### src/rtl/clr_pkg.sv
package clr_pkg;

    // Coordinates on the screen are at most 7 bits; the error term needs room
    // for sums of two deltas of either sign.
    localparam int COORD_W   = 7;
    localparam int ERR_W     = 10;
    localparam int IN_W      = 16;
    localparam int COLOUR_W  = 8;
    localparam int CIDX_W    = 4;

    localparam int DEF_SCREEN_WIDTH  = 128;
    localparam int DEF_SCREEN_HEIGHT = 128;

    typedef enum logic [1:0] {
        ST_IDLE,
        ST_SETUP,
        ST_FIRST,
        ST_SECOND
    } t_state;

    // Position and error term of the walk, carried between the sequencer and
    // the step unit.
    typedef struct packed {
        logic [COORD_W-1:0]      x;
        logic [COORD_W-1:0]      y;
        logic signed [ERR_W-1:0] err;
    } t_walk;

    // Constant line geometry seen by the step unit.
    typedef struct packed {
        logic [COORD_W-1:0] dx;
        logic [COORD_W-1:0] dy;
        logic               sx_pos;
        logic               sy_pos;
    } t_slope;

endpackage

### src/rtl/clr_step.sv
module clr_step (
    input  clr_pkg::t_walk  i_walk,
    input  clr_pkg::t_slope i_slope,
    output clr_pkg::t_walk  o_walk
);
    import clr_pkg::*;

    logic signed [ERR_W:0]   e2;
    logic signed [ERR_W:0]   neg_dy;
    logic signed [ERR_W:0]   pos_dx;
    logic                    move_x;
    logic                    move_y;
    logic signed [ERR_W-1:0] dx_s;
    logic signed [ERR_W-1:0] dy_s;

    always_comb begin
        dx_s   = $signed({{(ERR_W-COORD_W){1'b0}}, i_slope.dx});
        dy_s   = $signed({{(ERR_W-COORD_W){1'b0}}, i_slope.dy});
        e2     = $signed({i_walk.err, 1'b0});
        neg_dy = -$signed({{(ERR_W+1-COORD_W){1'b0}}, i_slope.dy});
        pos_dx = $signed({{(ERR_W+1-COORD_W){1'b0}}, i_slope.dx});
        move_x = e2 > neg_dy;
        move_y = e2 < pos_dx;

        o_walk.err = i_walk.err - (move_x ? dy_s : '0) + (move_y ? dx_s : '0);
        if (move_x) begin
            o_walk.x = i_slope.sx_pos ? i_walk.x + 1'b1 : i_walk.x - 1'b1;
        end else begin
            o_walk.x = i_walk.x;
        end
        if (move_y) begin
            o_walk.y = i_slope.sy_pos ? i_walk.y + 1'b1 : i_walk.y - 1'b1;
        end else begin
            o_walk.y = i_walk.y;
        end
    end

endmodule

### src/rtl/clamped_line_rasterizer.sv
// Line rasteriser with screen clamping. A command is taken when start is high
// and busy is low; its four signed coordinates are clamped into the screen and
// the Bresenham walk then runs from the start point up to, but not including,
// the end point. Pixels come out two to a beat on the o_first_* and o_second_*
// ports, each beat shown for exactly one cycle under o_valid; the receiver
// cannot hold a beat off, so it must take every beat as it appears. The final
// beat of a line carries o_last, and a line whose clamped endpoints coincide
// yields no beat at all. A single step unit advances the walk by one pixel per
// cycle while the line is walked: busy is high through ST_SETUP and then, for
// each beat, ST_FIRST and ST_SECOND; a zero-length line leaves after ST_SETUP.
// The last beat is on the ports in the first cycle with busy low, so a new
// command may already be taken while it is on the ports.
module clamped_line_rasterizer #(
    parameter int SCREEN_WIDTH  = clr_pkg::DEF_SCREEN_WIDTH,
    parameter int SCREEN_HEIGHT = clr_pkg::DEF_SCREEN_HEIGHT
) (
    input  logic                                i_clk,
    input  logic                                i_rst_n,
    input  logic                                start,
    output logic                                busy,
    input  logic signed [clr_pkg::IN_W-1:0]     i_start_x,
    input  logic signed [clr_pkg::IN_W-1:0]     i_start_y,
    input  logic signed [clr_pkg::IN_W-1:0]     i_end_x,
    input  logic signed [clr_pkg::IN_W-1:0]     i_end_y,
    input  logic [clr_pkg::COLOUR_W-1:0]        i_colour,
    output logic                                o_valid,
    output logic [clr_pkg::COORD_W-1:0]         o_first_x,
    output logic [clr_pkg::COORD_W-1:0]         o_first_y,
    output logic [clr_pkg::COORD_W-1:0]         o_second_x,
    output logic [clr_pkg::COORD_W-1:0]         o_second_y,
    output logic                                o_second_valid,
    output logic [clr_pkg::CIDX_W-1:0]          o_colour_index,
    output logic                                o_last
);
    import clr_pkg::*;

    // Screen limits widened by one bit so that a limit of 128 is representable.
    localparam logic [COORD_W:0] LIM_X = (COORD_W+1)'(SCREEN_WIDTH);
    localparam logic [COORD_W:0] LIM_Y = (COORD_W+1)'(SCREEN_HEIGHT);

    // Clamp a signed coordinate into 0 .. lim-1.
    function automatic logic [COORD_W-1:0] clamp_coord(
        input logic signed [IN_W-1:0] v,
        input logic [COORD_W:0]       lim
    );
        logic signed [IN_W-1:0] lim_s;
        lim_s = $signed({{(IN_W-COORD_W-1){1'b0}}, lim});
        if (v < 0) begin
            return '0;
        end else if (v >= lim_s) begin
            return COORD_W'(lim - 1'b1);
        end else begin
            return v[COORD_W-1:0];
        end
    endfunction

    t_state             r_state, n_state;
    t_walk              r_walk, n_walk;
    t_walk              step_walk;
    t_slope             r_slope, n_slope;
    logic [COORD_W-1:0] r_end_x, n_end_x;
    logic [COORD_W-1:0] r_end_y, n_end_y;
    logic [CIDX_W-1:0]  r_cidx, n_cidx;
    logic [COORD_W-1:0] r_hold_x, n_hold_x;
    logic [COORD_W-1:0] r_hold_y, n_hold_y;

    logic               r_valid, n_valid;
    logic [COORD_W-1:0] r_first_x, n_first_x;
    logic [COORD_W-1:0] r_first_y, n_first_y;
    logic [COORD_W-1:0] r_second_x, n_second_x;
    logic [COORD_W-1:0] r_second_y, n_second_y;
    logic               r_second_valid, n_second_valid;
    logic [CIDX_W-1:0]  r_colour_index, n_colour_index;
    logic               r_last, n_last;

    logic [COORD_W-1:0] dx_c, dy_c;
    logic               at_end, step_at_end;

    // One Bresenham step per cycle, shared by both pixel slots of a beat.
    clr_step u_step (
        .i_walk  (r_walk),
        .i_slope (r_slope),
        .o_walk  (step_walk)
    );

    always_ff @(posedge i_clk) begin
        if (!i_rst_n) begin
            r_state <= ST_IDLE;
            r_valid <= 1'b0;
        end else begin
            r_state <= n_state;
            r_valid <= n_valid;
        end
    end

    // Payload and walk registers need no reset.
    always_ff @(posedge i_clk) begin
        r_walk         <= n_walk;
        r_slope        <= n_slope;
        r_end_x        <= n_end_x;
        r_end_y        <= n_end_y;
        r_cidx         <= n_cidx;
        r_hold_x       <= n_hold_x;
        r_hold_y       <= n_hold_y;
        r_first_x      <= n_first_x;
        r_first_y      <= n_first_y;
        r_second_x     <= n_second_x;
        r_second_y     <= n_second_y;
        r_second_valid <= n_second_valid;
        r_colour_index <= n_colour_index;
        r_last         <= n_last;
    end

    always_comb begin
        n_state        = r_state;
        n_walk         = r_walk;
        n_slope        = r_slope;
        n_end_x        = r_end_x;
        n_end_y        = r_end_y;
        n_cidx         = r_cidx;
        n_hold_x       = r_hold_x;
        n_hold_y       = r_hold_y;
        n_valid        = 1'b0;
        n_first_x      = r_first_x;
        n_first_y      = r_first_y;
        n_second_x     = r_second_x;
        n_second_y     = r_second_y;
        n_second_valid = r_second_valid;
        n_colour_index = r_colour_index;
        n_last         = r_last;

        // Absolute deltas from the start point held in the walk registers.
        dx_c = (r_walk.x > r_end_x) ? r_walk.x - r_end_x : r_end_x - r_walk.x;
        dy_c = (r_walk.y > r_end_y) ? r_walk.y - r_end_y : r_end_y - r_walk.y;

        at_end      = (r_walk.x == r_end_x) && (r_walk.y == r_end_y);
        step_at_end = (step_walk.x == r_end_x) && (step_walk.y == r_end_y);

        case (r_state)
            ST_IDLE: begin
                if (start) begin
                    n_walk.x = clamp_coord(i_start_x, LIM_X);
                    n_walk.y = clamp_coord(i_start_y, LIM_Y);
                    n_end_x  = clamp_coord(i_end_x, LIM_X);
                    n_end_y  = clamp_coord(i_end_y, LIM_Y);
                    n_cidx   = i_colour[CIDX_W-1:0];
                    n_state  = ST_SETUP;
                end
            end
            ST_SETUP: begin
                n_slope.dx     = dx_c;
                n_slope.dy     = dy_c;
                n_slope.sx_pos = r_walk.x < r_end_x;
                n_slope.sy_pos = r_walk.y < r_end_y;
                n_walk.err     = $signed({{(ERR_W-COORD_W){1'b0}}, dx_c})
                               - $signed({{(ERR_W-COORD_W){1'b0}}, dy_c});
                // A zero-length line produces no beat.
                n_state        = at_end ? ST_IDLE : ST_FIRST;
            end
            ST_FIRST: begin
                // The walk is never at the end point here.
                n_hold_x = r_walk.x;
                n_hold_y = r_walk.y;
                n_walk   = step_walk;
                n_state  = ST_SECOND;
            end
            ST_SECOND: begin
                n_valid        = 1'b1;
                n_first_x      = r_hold_x;
                n_first_y      = r_hold_y;
                n_colour_index = r_cidx;
                if (at_end) begin
                    // Odd pixel count: the final beat holds a single pixel.
                    n_second_x     = '0;
                    n_second_y     = '0;
                    n_second_valid = 1'b0;
                    n_last         = 1'b1;
                    n_state        = ST_IDLE;
                end else begin
                    n_second_x     = r_walk.x;
                    n_second_y     = r_walk.y;
                    n_second_valid = 1'b1;
                    n_last         = step_at_end;
                    n_walk         = step_walk;
                    n_state        = step_at_end ? ST_IDLE : ST_FIRST;
                end
            end
            default: begin
                n_state = ST_IDLE;
            end
        endcase
    end

    assign busy           = (r_state != ST_IDLE);
    assign o_valid        = r_valid;
    assign o_first_x      = r_first_x;
    assign o_first_y      = r_first_y;
    assign o_second_x     = r_second_x;
    assign o_second_y     = r_second_y;
    assign o_second_valid = r_second_valid;
    assign o_colour_index = r_colour_index;
    assign o_last         = r_last;

endmodule

### config.mk
export PLATFORM = sky130hd
export DESIGN_NAME = clamped_line_rasterizer
export DESIGN_NICKNAME = d
export VERILOG_FILES = /design/src/rtl/clr_pkg.sv /design/src/rtl/clr_step.sv /design/src/rtl/clamped_line_rasterizer.sv
export SDC_FILE = /design/constraint.sdc
export NUM_CORES = 1
export LEC_CHECK = 0
export BUFFER_PORTS_ARGS = -buffer_cell sky130_fd_sc_hd__buf_2
export CORE_MARGIN = 2
export CORE_UTILIZATION = 35
export CTS_CLUSTER_DIAMETER = 150
export CTS_CLUSTER_SIZE = 25
export DETAILED_ROUTE_END_ITERATION = 16
export PLACE_DENSITY = 0.63
export SETUP_SLACK_MARGIN = 0.2
export SYNTH_ARGS = -nofsm -noshare
export SYNTH_HDL_FRONTEND = slang
export SYNTH_SLANG_ARGS = --single-unit
### constraint.sdc
create_clock -name i_clk -period 7.1 [get_ports i_clk]
set_input_delay 0.355 -clock i_clk [delete_from_list [all_inputs] [get_ports i_clk]]
set_output_delay 0.355 -clock i_clk [all_outputs]
set_load 0.005 [all_outputs]
==> impl_metrics.tcl <==
set metrics [dict create \
    cp.arrival_ns 5.86 \
    cts_hold_buffers 0 \
    grt_setup_unrepaired "no" \
    num_antenna_cells 0 \
    io_buffers 106 \
    setup_violations 0 \
    cts_sinks 109 \
    critPathMaxFanout 12 \
    async_flop_share_pct 0 \
    finalClockSkew_ns 0.0144 \
    ant_nets 0 \
    synthTopCellsByArea "edfxtp_1, ha_1, inv_1, nor2_1, xnor2_1" \
    cts_buffer_depth 2 \
    synth_warnings 0 \
    multiInputGateArea_sq_um 3930 \
    max_stage_delay_ns 0.53 \
    hpwl_mm 14.1 \
    wl_mm 18.3 \
    numCtsBuffers 9 \
    maxCapViolations 0 \
    fillCellCount 2081 \
    synth_top_flop_cell "edfxtp_1" \
    clockRootBuffer "clkbuf_16" \
    first_iter_violations 338 \
    ir_drop_mv 0.162 \
    via_per_inst 5.06 \
    fp-row-count 53 \
    grt_max_degree 38 \
    clock_latency_ns 0.37 \
    leakage_nw 3.69 \
    tritoncts "built" \
    holdWs_ns 0.164 \
    path_cells "nor3_1 -> nand2_1 -> nor3_1 -> ha_1 -> nand4_1 -> a2111oi_2 -> a211oi_1 -> o21ai_1 -> nor3_1 -> fa_1 -> inv_1 -> ha_1 -> a21o_1 -> a21oi_1 -> o21bai_1 -> a21oi_1 -> o21bai_1 -> a21oi_1 -> o21bai_1 -> or4_1 -> nand4_1" \
    layout_worst_path_cycle_share_pct 79.3 \
    r2r_start "r_slope[4]" \
    drive_above_1_share_pct 16.6 \
    cts_setup_buffers 0 \
    grt_use_total_pct 16.7 \
    status "completed" \
    hold_violations 0 \
    wl_per_cell_um 16.1 \
    drtPass1Iterations 5 \
    power_density_nw_per_um2 368 \
    dieHeight_um 151 \
    worst_pin_slew_ns 0.992 \
    grt_pass1_vias 5681 \
    cts-resized-gates 0 \
    die_w_um 151 \
    register_area_sq_um 3240 \
    total_power_mw 3.22 \
    grt-ovfl-total 0 \
    syn_area_sq_um 7550 \
    synth.largest_area_cell "edfxtp_1" \
    start_util_pct 35.8 \
    clock.fmax_mhz 177 \
    synth_edf_count 106 \
    vias 5742 \
    required_ns 7.32 \
    hold_path.class "in -> reg" \
    hold_start "i_colour[3]" \
    maxSlewViolCount 0 \
    synthCells 746 \
    gp_congestion 0.880 \
    grt_pass1_wl_mm 29.1 \
    tns_ns 0 \
    cpMaxStageDelayCell "fa_1" \
    die_area_sq_um 22800 \
    antenna_found_initial 0 \
    ios 111 \
    relSlewSlack_pct 33.3 \
    cts_max_level 3 \
    syn_avg_cell_area_sq_um 10.1 \
    synth_top_area_share_pct 42.1 \
    crit_type "reg -> reg" \
    min_period_ns 5.63 \
    ys_seq_elements 109 \
    clk_pin_slew_ns 0.08 \
    area_growth_pct 15.7 \
    path_buf_inv 1 \
    start_kind "register" \
    worstSetupEndpointType "register" \
    layout.nets 1015 \
    startpoint "r_slope[4]" \
    yosysSeqAreaShare_pct 42.9 \
    cp_top_family "compound AO/OA/AOI/OAI gates" \
    ys_types 60 \
    drc_errors 0 \
    synth_fp_nets 906 \
    core_area_sq_um 21100 \
]
-- cell usage after synthesis, drive strengths merged (3+ instances only) --
| master | n |
|---|---|
| a21o | 8 |
| nand2 | 42 |
| nand2b | 8 |
| o21bai | 9 |
| o211ai | 4 |
| a21oi | 29 |
| a211oi | 6 |
| xnor2 | 34 |
| or4 | 9 |
| inv | 86 |
| fa | 14 |
| o21ai | 44 |
| mux2 | 7 |
| nand3 | 8 |
| a211o | 4 |
| xor2 | 22 |
| nor4 | 8 |
| and2 | 12 |
| edfxtp | 106 |
| nor2 | 80 |
| and3 | 3 |
| a2111oi | 3 |
| or3 | 14 |
| o31ai | 3 |
| nor3 | 31 |
| o41ai | 3 |
| mux2i | 14 |
| dfxtp | 3 |
| nor2b | 9 |
| clkbuf | 14 |
| nand4 | 7 |
| ha | 71 |
-- registers in the layout (all words and copies together) (netlist names), 4 cells and up --
signal / cells
o_second_y: 7
o_colour_index: 4
r_end_x: 7
o_first_x: 7
r_end_y: 7
r_cidx: 4
r_hold_y: 7
r_walk: 24
r_hold_x: 7
o_first_y: 7
r_slope: 16
o_second_x: 7
-- layout make-up --
type,count,area share (%)
multi-input cells,534,45.0
flip-flops and latches,109,37.1
repair buffers,114,6.76
well taps,275,3.94
inverters,87,3.74
clock buffers,10,2.62
clock inverters,6,0.831
-- path summary, 6_finish.rpt --
kind                  endpoint  cells after the start  slack, ns
setup / recovery     r_walk[9]                     21       1.47
hold reg to reg   o_first_x[6]                      0       0.42
hold / removal       r_cidx[3]                      1       0.16
setup reg to reg     r_walk[9]                     21       1.47
-- placed cells by master, fill, tap and decap left out, types with 4 or more instances in the layout --
master and count:
ha_1 71, a21oi_1 29, nor2_1 80, mux2i_1 14
a211oi_1 5, nand2b_1 8, o21ai_0 30, edfxtp_1 106
fa_1 14, nor2b_1 9, or4_1 9, and2_1 11
nor3_1 31, nand3_1 8, inv_1 86, o211ai_1 4
o21bai_1 9, nor4_1 6, or3_1 14, a211o_1 4
o21ai_1 14, xor2_1 22, buf_4 8, a21o_1 8
buf_2 106, nand4_1 7, mux2_2 7, clkbuf_16 9
xnor2_1 34, nand2_1 42
-- where the power goes --
part / internal [mW] / switching [mW] / leakage, nW
Clock: 0.279 / 0.249 / 0.149
Combinational: 0.766 / 0.969 / 2.52
Sequential: 0.853 / 0.101 / 1.02
Total: 1.90 / 1.32 / 3.69
-- routing by layer --
metal  vias up  GRT usage [%]  wire, um  part of all wire, %
li1       2879              -         -                    -
met1      2703           22.3      8630                   47
met2       138           27.4      8480                   46
met3        22           2.98       835                  4.6
met4         0           5.28       365                  2.0
met5         -              0         0                    0
-- cell families after synthesis --
group           Yosys count  share of synthesized area (%)
compound gates          132                           11.4
xor+xnor                 56                           6.49
fa+ha+maj                85                           15.5
buf+inv                 103                           5.13
flops                   109                           42.9
mux                      21                           2.90
simple gates            240                           15.7
-- metrics by stage --
stage / instances / area [sq um] / utilization (%) / setup slack, ns
after floorplan: 746 / 7550 / - / 2.02
after global placement: 1119 / 8430 / 40.0 / 1.64
after detailed placement: 1119 / 8430 / 40.0 / 1.52
after CTS: 1135 / 8740 / 41.4 / 1.46
after global routing: 1135 / 8740 / 41.4 / 0.910
final: 1135 / 8740 / 41.4 / 1.47
(Power assumes the default switching activity.)
